==> src/hdl/iafc_pkg.sv <==
`timescale 1ns / 1ps
// ----------------------------------------------------------------------------
// iafc_pkg
// Shared types and constants for the in-application flash controller:
// register map, trigger codes, command codes and controller/datapath links.
// ----------------------------------------------------------------------------
package iafc_pkg;

  // Bus access kind
  localparam logic ACT_WRITE = 1'b0;
  localparam logic ACT_READ  = 1'b1;

  // Register map
  localparam logic [2:0] REG_DATA    = 3'd0;
  localparam logic [2:0] REG_ADDR_HI = 3'd1;
  localparam logic [2:0] REG_ADDR_LO = 3'd2;
  localparam logic [2:0] REG_CMD     = 3'd3;
  localparam logic [2:0] REG_TRIG    = 3'd4;
  localparam logic [2:0] REG_CTRL    = 3'd5;

  // Trigger sequence
  localparam logic [7:0] TRIG_FIRST  = 8'h46;
  localparam logic [7:0] TRIG_SECOND = 8'hB9;

  // Control register enable bit
  localparam int unsigned CTRL_ENABLE_BIT = 7;

  // Flash command codes (low three bits of the command register)
  localparam logic [2:0] CMD_READ    = 3'd1;
  localparam logic [2:0] CMD_PROGRAM = 3'd2;
  localparam logic [2:0] CMD_ERASE   = 3'd3;

  localparam logic [7:0] ERASED_BYTE = 8'hFF;

  // Decoded meaning of the word at the input
  typedef enum logic [2:0] {
    OP_PLAIN  = 3'd0,
    OP_ARM    = 3'd1,
    OP_DISARM = 3'd2,
    OP_FAIL   = 3'd3,
    OP_READ   = 3'd4,
    OP_PROG   = 3'd5,
    OP_ERASE  = 3'd6
  } iafc_op_t;

  // Controller to datapath
  typedef struct packed {
    logic accept;     // input word taken this cycle
    logic mem_rd;     // read flash at the current address
    logic load_data;  // data register takes the flash read data
    logic prog_wr;    // write back old AND data
    logic sweep_clr;  // restart the sector sweep counter
    logic erase_wr;   // write erased byte at the sweep address
    logic clear_wr;   // write erased byte at the clearing address
    logic out_load;   // load the output register
    logic out_bus;    // output rdata comes from the register read mux
    logic out_done;
    logic out_fail;
  } iafc_cmd_t;

  // Datapath to controller
  typedef struct packed {
    iafc_op_t op;
    logic     sweep_last;
    logic     clear_last;
  } iafc_stat_t;

endpackage

==> src/hdl/iafc_ctrl.sv <==
`timescale 1ns / 1ps
// ----------------------------------------------------------------------------
// iafc_ctrl
// Controller state machine: clearing pass, input handshake, command
// sequencing for flash read, program and sector erase, output valid.
// ----------------------------------------------------------------------------
module iafc_ctrl import iafc_pkg::*; (
  input  logic       clk,
  input  logic       rst,
  input  logic       in_valid,
  output logic       in_stall,
  output logic       out_valid,
  input  logic       out_stall,
  input  iafc_stat_t stat,
  output iafc_cmd_t  cmd
);

  typedef enum logic [4:0] {
    S_CLEAR = 5'b00001,
    S_IDLE  = 5'b00010,
    S_READ  = 5'b00100,
    S_PROG  = 5'b01000,
    S_ERASE = 5'b10000
  } state_t;

  state_t state;
  state_t state_next;
  logic   out_free;

  // Sequence the commands
  always_comb begin
    out_free   = !out_valid || !out_stall;
    in_stall   = !((state == S_IDLE) && out_free);
    cmd        = '0;
    state_next = state;
    cmd.accept = in_valid && !in_stall;
    case (state)
      S_CLEAR: begin
        cmd.clear_wr = 1'b1;
        if (stat.clear_last) begin
          state_next = S_IDLE;
        end
      end
      S_IDLE: begin
        if (cmd.accept) begin
          case (stat.op)
            OP_READ: begin
              cmd.mem_rd = 1'b1;
              state_next = S_READ;
            end
            OP_PROG: begin
              cmd.mem_rd = 1'b1;
              state_next = S_PROG;
            end
            OP_ERASE: begin
              cmd.sweep_clr = 1'b1;
              state_next    = S_ERASE;
            end
            default: begin
              cmd.out_load = 1'b1;
              cmd.out_bus  = 1'b1;
              cmd.out_fail = (stat.op == OP_FAIL);
            end
          endcase
        end
      end
      S_READ: begin
        cmd.load_data = 1'b1;
        cmd.out_load  = 1'b1;
        cmd.out_done  = 1'b1;
        state_next    = S_IDLE;
      end
      S_PROG: begin
        cmd.prog_wr  = 1'b1;
        cmd.out_load = 1'b1;
        cmd.out_done = 1'b1;
        state_next   = S_IDLE;
      end
      S_ERASE: begin
        cmd.erase_wr = 1'b1;
        if (stat.sweep_last) begin
          cmd.out_load = 1'b1;
          cmd.out_done = 1'b1;
          state_next   = S_IDLE;
        end
      end
      default: begin
        state_next = S_CLEAR;
      end
    endcase
  end

  // Hold state and output valid
  always_ff @(posedge clk) begin
    if (rst) begin
      state     <= S_CLEAR;
      out_valid <= 1'b0;
    end else begin
      state <= state_next;
      if (cmd.out_load) begin
        out_valid <= 1'b1;
      end else if (!out_stall) begin
        out_valid <= 1'b0;
      end
    end
  end

`ifndef SYNTHESIS
  a_no_overwrite: assert property (@(posedge clk) disable iff (rst)
    cmd.out_load |-> !(out_valid && out_stall))
    else $error("output word overwritten while stalled");

  a_port_conflict: assert property (@(posedge clk) disable iff (rst)
    cmd.mem_rd |-> !(cmd.prog_wr || cmd.erase_wr || cmd.clear_wr))
    else $error("flash read and write in the same cycle");

  a_prog_result: assert property (@(posedge clk) disable iff (rst)
    (state == S_PROG || state == S_READ) |=> (out_valid && state == S_IDLE))
    else $error("flash command finished without a result");

  a_erase_hold: assert property (@(posedge clk) disable iff (rst)
    (state == S_ERASE && !stat.sweep_last) |=> (state == S_ERASE && in_stall))
    else $error("sector erase left early");
`endif

endmodule

==> config.mk <==
export PLATFORM = sky130hd
export DESIGN_NAME = iafc_ctrl
export DESIGN_NICKNAME = d
export VERILOG_FILES = /design/src/hdl/iafc_pkg.sv /design/src/hdl/iafc_ctrl.sv
export SDC_FILE = /design/constraint.sdc
export NUM_CORES = 1
export LEC_CHECK = 0
export BUFFER_PORTS_ARGS = -buffer_cell sky130_fd_sc_hd__buf_4
export CAP_MARGIN = 20
export CORE_AREA = 10 10 47 49
export DETAILED_ROUTE_END_ITERATION = 10
export DIE_AREA = 0 0 57 59
export PLACE_DENSITY = 0.73
export SYNTH_ARGS = -nofsm -noshare
export SYNTH_HDL_FRONTEND = slang
export SYNTH_SLANG_ARGS = --single-unit
==> constraint.sdc <==
create_clock -name clk -period 2 [get_ports clk]
set_clock_uncertainty 0.2 [all_clocks]
set_input_delay 0.2 -clock clk [delete_from_list [all_inputs] [get_ports clk]]
set_output_delay 0.2 -clock clk [all_outputs]
set_load 0.01 [all_outputs]
[Word level (Yosys, flattened, before mapping)]
Cells that the tools add are included.
Storage, ports and cells
  RAM bits: 0
  memories kept: 0
  register bits: 6
  output and inout bits: 13
  latch bits: 0
  input port bits: 9
  bits in read-only memories: 0
Operators by class
  shifts and indexed selects: 0
  add/subtract/negate cells: 0
  $mul: 0
  bitwise operators: 0
  magnitude comparators: 0
  reductions and logical operators: 10
  eq/ne operators: 14
  div/mod/pow operators: 0
  muxes and demuxes: 26
Operator list (number)
  5-bit one-hot mux with 4 select lines: 1
  1-bit two-way mux: 17
  5-bit two-way mux: 3
  5-bit one-hot mux with 3 select lines: 1
  3-bit equality test (second input constant): 3
  2-bit inequality test (second input constant): 3
  5-bit by 1-bit equality test with 1-bit output (second input constant): 1
  5-bit by 2-bit equality test with 1-bit output (second input constant): 1
  5-bit by 3-bit equality test with 1-bit output (second input constant): 1
  5-bit by 4-bit equality test with 1-bit output (second input constant): 1
  5-bit equality test (second input constant): 1
  2-bit two-way mux: 2
  4-bit by 1-bit inequality test with 1-bit output (second input constant): 1
  4-bit AND reduction: 1
  2-bit OR reduction: 2
  3-bit by 2-bit equality test with 1-bit output (second input constant): 1
  1-bit logical NOT: 3
  1-bit one-hot mux with 3 select lines: 1
  3-bit OR reduction: 1
  1-bit logical AND: 2
  2-bit by 1-bit inequality test with 1-bit output (second input constant): 1
  1-bit one-hot mux with 2 select lines: 1
  1-bit logical OR: 1

[Depth between registers and ports, before layout]
Gate-level depths: netlist of the first run.
  word-level depth: 7
  depth in mapped cells: 5
  depth with buffers taken out: 4

[Least setup slack after synthesis of the first run]
OpenSTA, ideal clock, no wires.
  path kind: register to output
  start point: reg state[2]
  end point: out cmd[9] (netlist bit)
  arrival time: 1.391 ns
  cell stages (with the launch flop): 5
  buffers on the path: 0
  slack: 0.209 ns
  required time: 1.600 ns
  cell sequence: dfxtp_1 or3_4 nor2_1 nand3_1 nor3b_1
RTL lines
  from (decl): line iafc_ctrl.sv:26  | state_t state;
  from (signal assigned): line iafc_ctrl.sv:99  | state <= state_next;
  to (decl): line iafc_ctrl.sv:15  | output iafc_cmd_t cmd

==> out/qor.txt, run 1 <==
Yosys top cell area share = 27.20%
Sw power = 0.0001196 W
Die width = 57 um
Worst skew pair latency = 0.25 ns
Startpoint types = flip-flop
Most common cell after layout, fill and taps aside = buf_4
Req. time, crit path = 1.60 ns
Critical Path Fanout Max = 6
Num Clock Sinks = 6
Worst-path clk slew = 0.05 ns
Post-Synthesis Cells = 57
Top cells by area, synth = dfxtp_1 (27%), nor2_1 (5.9%), and4bb_2 (5.7%)
Place WS = 0.09142 ns
DRC viols = 0
Final Hold Viols = 0
Via density = 5.417
Htree depth = 1
Post-Synthesis Net Count = 66
Non-Filler Instances = 103
Inst Count DP = 94
Maxcap violations = 0
Hold Crit Class = input pin to flip-flop
Antenna cells = 0
Fin worst setup slack = 0.04009 ns
Root Buffer = clkbuf_4
Io pins = 22
Synth cell types = 26
Largest net degree at the start of global routing = 11
Clock buffer depth = 2
Grt total ovfl = 0
Internal power = 0.0002543 W
CTS buffer count = 3
Initial Utilization = 31.52%
Worst path slowest cell = or3_4
Grt met1 use = 8.057%
GRT Max-Usage Layer = met2
Unrepaired setup endpoints after global routing = yes
GP Congestion = 0.7833
Initial antenna violation count = 0
Setup CP Type = flip-flop to output pin
IR drop worst, VDD = 326.1 uV
DPL Wire Length = 1125 um
GR Layer Usage met3 = 5.794%
Die Area = 3363 um2
PortBufs = 21
Core area = 1401 um2
CP Capture Type = output pin
Seq pwr share = 37.3%
Synth warnings = 0
DRT iter0 DRCs = 9
First-pass GRT wire length = 2352 um
Vias = 558
Die height = 59 um
Highest-count cells in the layout ignoring fill and taps = buf_4 (24), nor2_1 (5), dfxtp_1 (5)
Critical-path cell list = or3_4, nor2_4, nand3_4, nor3b_2, buf_4
Max_slew headroom = 77.31%
Gate power share = 31.4%
Mapped Avg Cell Area = 7.749 um2
Net Sw Frac = 31.98%
Final nets = 98
Vias in the first global route = 587
Synth async-reset ratio = 0%
Final min period = 1.960 ns
Site row count = 14
Seq cells post-synth = 6
Fmax = 510.2 MHz
Pwr per Cell Area = 499.8 nW/um2
Post-synth EDFFs = 0
Pleak = 0.3527 nW
Grt met2 use = 14.11%
Worst-Margin Slew = 0.3368 ns
Synth Cell Area = 441.7 um2
GRT Util Overall = 8.679%
Synth area leader = dfxtp_1
Status = finished, final reports clean
Max Slew Vio Count = 0
# setup viols final = 0
Main synth FF type = dfxtp_1
Fraction of final layout cells sized beyond drive strength 1 = 45.98%
Post-DRT Antenna Nets = 0
WP data arrival = 1.56 ns
Drt first pass iters = 2
Clk pwr share = 31.3%
Total Wirelength = 1555 um
Final Cycle Share = 98.00%
P&R area growth vs syn = 69.41%
Max incr delay on CP = 0.41 ns
Register area share after synthesis = 27.20%
TritonCTS clock tree = yes
Total negative slack = 0 ns
Avg WL per Cell = 15.10 um
## final timing paths
kind              endpoint  cells after the start  slack [ns]      from
setup / recovery    cmd[9]                      5        0.04  state[3]
hold / removal    state[3]                      3        0.02   stat[2]
setup reg to reg  state[2]                      4        0.22  state[3]
hold reg to reg   state[0]                      2        0.40  state[0]
## sequential cells by signal, summed over array words and instances (netlist names)
name,flops
state,5
out_valid,1
## layout make-up
| type | instances | area [um2] |
|---|---|---|
| well taps | 16 | 20.02 |
| multi-input cells | 47 | 347.8 |
| flip-flops and latches | 6 | 123.9 |
| clock buffers | 3 | 22.52 |
| repair buffers | 28 | 222.7 |
| inverters | 3 | 11.26 |
| fillers | 133 | 653.1 |
## metal layers
metal	share of wire, %	vias to the layer above
met4	3.4	0
li1	-	273
met2	50	24
met5	0	-
met1	36	254
met3	10	7
## through the flow
step,power [W],hold slack [ns],cell area [um2],utilization [%]
2_1_floorplan,0.0001951,0.06907,441.7,-
3_3_place_gp,0.0002432,0.2040,623.1,44.46
3_5_place_dp,0.0002439,0.2039,623.1,44.46
4_1_cts,0.0003663,0.03335,694.4,49.55
5_1_grt,0.0003948,0.04337,748.2,53.39
6_report,0.0003739,0.02429,748.2,53.39
## worst max-delay path: cells and delay by family, from the launching register on
family        cells  cell delay (ns)
simple gates      4             0.81
flops             1             0.35
buf+inv           1             0.14
## Yosys cell counts, drive strengths merged (2+ instances only)
master,instances
nand3,3
inv,3
a31oi,3
nor3b,2
or3,2
nand2,4
nor2,7
nor3,4
xor2,2
o21ai,4
and4bb,2
nand3b,2
dfxtp,6
## timing repair
item | 4_1_cts | 5_1_grt
buffers inserted | 0 | 3
hold buffers | 3 | 0
endpoints found under the hold margin | 3 | 0
endpoints found under the setup margin | 4 | 3
pin swaps | 2 | 1
resized for setup | 5 | 5
## cell families (layout without fill, tap and decap cells)
group,count (synthesis),count (layout),share of synthesized area [%]
XOR/XNOR,2,2,3.967
AND/OR/NAND/NOR,31,31,43.91
AO/OA/AOI/OAI,14,14,21.53
flip-flops,6,6,27.20
buffers and inverters,4,34,3.398
## power by group through the flow
stage / sequential, W / combinational [W] / clock (W)
2_1_floorplan: 0.000140 / 0.0000550 / 0
3_3_place_gp: 0.000143 / 0.000100 / 0
6_report: 0.000139 / 0.000118 / 0.000117
3_5_place_dp: 0.000143 / 0.000101 / 0
4_1_cts: 0.000140 / 0.000110 / 0.000116
5_1_grt: 0.000142 / 0.000131 / 0.000122
(Power assumes the default switching activity.)
==> run 2, diff against run 1 <==
Settings changed: GPL_TIMING_DRIVEN set to 0.
==> run 2 against run 1 <==
Worst setup slack worse by 0.0012 ns. Hold slack better by 0.014 ns. First-iteration DRC count is 67% lower. Sequential share of layout area is 0.51 points higher. Flip-flop and latch count stayed put. Via count is 0.90% lower. Die area stayed put. Sequential power hardly changed. Register-to-register slack better by 0.15 ns. Count of clock-buffer cells in the layout stayed put. Total power is 1.9% lower. Largest power group unchanged.
==> out/qor.txt, run 2 (synthesis results as in run 1) <==
Non-Filler Instances = 103
IR drop worst, VDD = 414.8 uV
Fmax = 509.9 MHz
Vias in the first global route = 554
Req. time, crit path = 1.60 ns
GRT Util Overall = 8.427%
CP Capture Type = output pin
Site row count = 14
Grt total ovfl = 0
Pwr per Cell Area = 500.3 nW/um2
Via density = 5.369
GP Congestion = 0.7562
Max_slew headroom = 76.84%
Post-DRT Antenna Nets = 0
Root Buffer = clkbuf_4
Worst-path clk slew = 0.04 ns
DPL Wire Length = 1096 um
Die Area = 3363 um2
Clock buffer depth = 2
Vias = 553
Unrepaired setup endpoints after global routing = yes
DRT iter0 DRCs = 3
Fillers = 141
Final Hold Viols = 0
Hold Crit Class = input pin to flip-flop
PortBufs = 21
Final Core Density = 52.32%
Final nets = 98
Largest net degree at the start of global routing = 11
First-pass GRT wire length = 2352 um
Inst Count DP = 94
Maxcap violations = 0
Highest-count cells in the layout ignoring fill and taps = buf_4 (24), nor2_1 (5), o21ai_0 (4), nand2_1 (4), dfxtp_1 (4)
DRC viols = 0
Max reg flops = 5
Critical Path Fanout Max = 4
Io pins = 22
Status = finished, final reports clean
Final Cycle Share = 98.06%
Regs by FF count = state: 5 flops, out_valid: 1 flops
Antenna cells = 0
Initial Utilization = 31.52%
Final min period = 1.961 ns
Htree depth = 1
Core area = 1401 um2
Worst skew pair latency = 0.25 ns
Die width = 57 um
Avg WL per Cell = 13.68 um
Num Clock Sinks = 6
Drt first pass iters = 3
P&R area growth vs syn = 66.01%
Total Wirelength = 1409 um
# setup viols final = 0
Top reg by flops = state
Setup CP Type = flip-flop to output pin
Initial antenna violation count = 0
CTS buffer count = 3
Most common cell after layout, fill and taps aside = buf_4
Total negative slack = 0 ns
Startpoint types = flip-flop
Fraction of final layout cells sized beyond drive strength 1 = 48.28%
WP data arrival = 1.56 ns
Max Slew Vio Count = 0
Die height = 59 um
TritonCTS clock tree = yes
Worst-Margin Slew = 0.3437 ns
Pleak = 0.3364 nW
==> run 2: cell count changes in the layout (fill, tap and decap cells not counted) <==
cell            previous run  this run
nor4_2                     0         1
dfxtp_1                    5         4
buf_2                      0         1
dfxtp_2                    0         1
nor4_4                     1         0
dlymetal6s2s_1             1         0
==> run 2: report_power, final <==
part           total, W  internal, W  switching (W)
Sequential     0.000142     0.000128      0.0000143
Clock          0.000112    0.0000679      0.0000444
Combinational  0.000113    0.0000579      0.0000546
Total          0.000367     0.000253       0.000113
==> run 2: final timing paths <==
path              from        end  slack, ns  cells past startpoint
min reg2reg  out_valid  out_valid       0.41                      2
max reg2reg   state[3]   state[2]       0.37                      6
max           state[3]     cmd[3]       0.04                      5
min            stat[2]   state[3]       0.04                      3
==> run 2: area by class of cell <==
class / instances / area (um2) / area share [%]
Buffer: 1 / 5.005 / 0.6826
Clock buffer: 3 / 22.52 / 3.072
Inverter: 3 / 11.26 / 1.536
Multi-Input combinational cell: 47 / 339.1 / 46.25
Sequential cell: 6 / 125.1 / 17.06
Tap cell: 16 / 20.02 / 2.730
Timing Repair Buffer: 27 / 210.2 / 28.67
==> run 2: per-stage QoR <==
stage	hold slack (ns)	setup WS, ns	power (W)	cell area (um2)
after global placement	0.2017	0.1153	0.0002411	619.3
after detailed placement	0.2023	0.07778	0.0002437	619.3
final	0.03828	0.03885	0.0003668	733.2
after CTS	0.03280	0.009599	0.0003654	691.9
after global routing	0.05547	-0.02989	0.0003901	733.2
after floorplan	0.06907	0.2092	0.0001951	441.7
==> run 2: timing repair <==
action,in CTS,in global routing
hold buffers,3,0
cloned,0,0
buffers inserted,0,3
endpoints found under the setup margin,5,4
endpoints found under the hold margin,4,0
pin swaps,3,0
gates resized for setup,6,6
==> run 2: layer usage <==
layer	global-route usage, %	wire length [um]
met1	8.670	579
met2	13.49	664
met3	5.579	148
met4	3.020	17
met5	0	0
==> run 2: worst max-delay path, cell delays in order (launching register included) <==
cell and delay [ns]:
dfxtp_4 0.34, or3_4 0.40, nor4_2 0.31, nor2_2 0.08, inv_1 0.06, buf_4 0.11
==> run 3, diff against run 2 <==
Settings changed: ABC_AREA set to 1, PLACE_DENSITY 0.73 to 0.76.
==> run 3 against run 2 <==
Count of clock-buffer cells in the layout unchanged. Cell area is 4.6% lower. Core utilization down 2.4 points. Non-clock buffer count down 5. Die area is the same. Register-to-register slack improved by 0.13 ns. Sequential power is 20% higher. Largest cell class unchanged.
==> out/qor.txt, run 3 <==
Gate power share = 54.7%
Critical path origin = state[4]
WP data arrival = 1.49 ns
Maxcap violations = 0
Most common cell after layout, fill and taps aside = inv_1
Drt first pass iters = 4
Highest-count cells in the layout ignoring fill and taps = inv_1 (23), buf_4 (22), nand2_1 (14)
Vias in the first global route = 607
Final nets = 119
Setup CP Type = flip-flop to output pin
DRT iter0 DRCs = 6
Initial antenna violation count = 0
Synth area leader = dfxtp_1
Fmax = 529.8 MHz
Hold slack = 0.09553 ns
Final Cycle Share = 94.37%
Net Sw Frac = 43.58%
Antenna cells = 0
Site row count = 14
Main synth FF type = dfxtp_1
Mux share of post-synthesis cell area = 0%
Yosys top cell area share = 24.94%
Post-Synthesis Net Count = 91
Fraction of final layout cells sized beyond drive strength 1 = 30.56%
Synth warnings = 0
Post-Synth Adder-Cell Area = 0%
Area after DPL = 659.4 um2
CTS buffer count = 3
Seq pwr share = 27.1%
Die width = 57 um
Hold Crit Class = input pin to flip-flop
Total Wirelength = 1324 um
Startpoint types = flip-flop
Count leader, synth = inv_1
Top post-synthesis cells by count = inv_1 (23), nand2_1 (14), nor2_1 (12)
Clock buffer depth = 2
GRT Util Overall = 8.485%
Vias = 549
PortBufs = 21
Req. time, crit path = 1.60 ns
Largest family of logic cells by synthesized area = simple AND/OR/NAND/NOR gates
Num Clock Sinks = 6
Total negative slack = 0 ns
Die height = 59 um
Die Area = 3363 um2
Fillers = 156
Synth cell types = 16
Post-synthesis compound-gate area fraction = 3.117%
Status = finished, final reports clean
Clk pwr share = 18.3%
DRC viols = 0
Seq cells post-synth = 6
Io pins = 22
Pleak = 0.4609 nW
Sw power = 0.0002751 W
Critical Path Fanout Max = 6
Mapped Avg Cell Area = 5.875 um2
Htree depth = 1
Max_slew headroom = 80.15%
CP Capture Type = output pin
Worst skew pair latency = 0.25 ns
Post-synth EDFFs = 0
Regs by FF count = state: 5 flops, out_valid: 1 flops
GP Congestion = 0.8191
Unrepaired setup endpoints after global routing = no
Synth Cell Area = 481.7 um2
Synth async-reset ratio = 0%
DPL Wire Length = 1108 um
Top reg by flops = state
Top cells by area, synth = dfxtp_1 (25%), inv_1 (18%), nand3_1 (11%)
TritonCTS clock tree = yes
R2r endpoint = out_valid
Post-Synthesis Cells = 82
Root Buffer = clkbuf_4
Hold path start = stat[0]
Worst Setup EP = cmd[3]
Via density = 4.427
Final Hold Viols = 0
R2r setup slk = 0.50 ns
Register area share after synthesis = 24.94%
Post-synthesis simple-gate area fraction = 51.69%
Worst r2r src = state[4]
Worst-Margin Slew = 0.2955 ns
Max reg flops = 5
Initial Utilization = 34.38%
Worst-path clk slew = 0.05 ns
# setup viols final = 0
Largest net degree at the start of global routing = 7
P&R area growth vs syn = 45.19%
IR drop worst, VDD = 374.9 uV
Grt total ovfl = 0
Pwr per Cell Area = 902.6 nW/um2
R2r worst-path depth = 8
Post-synthesis xor/xnor area fraction = 0%
First-pass GRT wire length = 2339 um
Core area = 1401 um2
Final Instance Area = 699.4 um2
Avg WL per Cell = 10.68 um
Post-DRT Antenna Nets = 0
Internal power = 0.0003562 W
Final min period = 1.887 ns
Max Slew Vio Count = 0
==> run 3: changes by cell type after synthesis, sizes merged, moves of 3 or more <==
cell   before  now
inv         3   26
nand3       3   13
a31oi       3    0
o21ai       4    1
nand2       4   14
nor2        7   14
==> run 3: layout make-up <==
| class | count | area (um2) | share of cell area [%] |
|---|---|---|---|
| Clock buffer | 3 | 22.52 | 3.220 |
| Inverter | 26 | 97.59 | 13.95 |
| Multi-Input combinational cell | 50 | 264.0 | 37.75 |
| Sequential cell | 6 | 120.1 | 17.17 |
| Tap cell | 16 | 20.02 | 2.862 |
| Timing Repair Buffer | 23 | 175.2 | 25.04 |
==> run 3: timing repair <==
| item | in CTS | in global routing |
|---|---|---|
| hold buffers | 1 | 0 |
| setup endpoints to repair | 0 | 1 |
| gates resized for setup | 0 | 0 |
| setup buffers | 0 | 1 |
| endpoints found under the hold margin | 1 | 0 |
==> run 3: layer usage <==
metal / GRT usage, % / share of wire (%) / up-vias
met5: 0 / 0 / -
met3: 3.648 / 9.7 / 2
met4: 5.034 / 1.4 / 0
met2: 14.11 / 47 / 22
li1: - / - / 298
met1: 8.711 / 41 / 227
==> run 3: power by group through the flow <==
stage | sequential [W] | clock [W] | combinational, W
finish | 0.000171 | 0.000115 | 0.000345
CTS | 0.000170 | 0.000119 | 0.000338
global placement | 0.000171 | 0 | 0.000322
detailed placement | 0.000173 | 0 | 0.000334
floorplan | 0.000171 | 0 | 0.000222
global route | 0.000178 | 0.000124 | 0.000391
==> run 3: how the worst min path moves through the flow <==
stage          cells past startpoint  slack, ns       end
2_1_floorplan                      3       0.15  state[1]
3_3_place_gp                       4       0.25  state[1]
3_5_place_dp                       4       0.25  state[1]
4_1_cts                            4       0.09  state[0]
5_1_grt                            4       0.14  state[0]
6_report                           4        0.1  state[0]
==> run 3: kinds of logic after synthesis <==
group	after synthesis
AND/OR/NAND/NOR	47
buffers and inverters	26
flip-flops	6
AO/OA/AOI/OAI	3
==> run 3: per-stage QoR <==
stage | utilization [%] | instances | setup slack (ns) | total power (W)
2_1_floorplan | - | 82 | 0.4970 | 0.0003930
3_3_place_gp | 47.05 | 119 | 0.3990 | 0.0004928
3_5_place_dp | 47.05 | 119 | 0.3675 | 0.0005066
4_1_cts | 49.38 | 123 | 0.09112 | 0.0006271
5_1_grt | 49.91 | 124 | 0.003220 | 0.0006928
6_report | 49.91 | 124 | 0.1126 | 0.0006313
==> run 3: worst max-delay path, cell delays in order, from the launching register on <==
cell and delay (ns):
dfxtp_1 0.32, inv_2 0.11, nand3_2 0.14, nor2_8 0.14, nand3_4 0.09, or2_4 0.25, nand2_1 0.06, buf_4 0.12
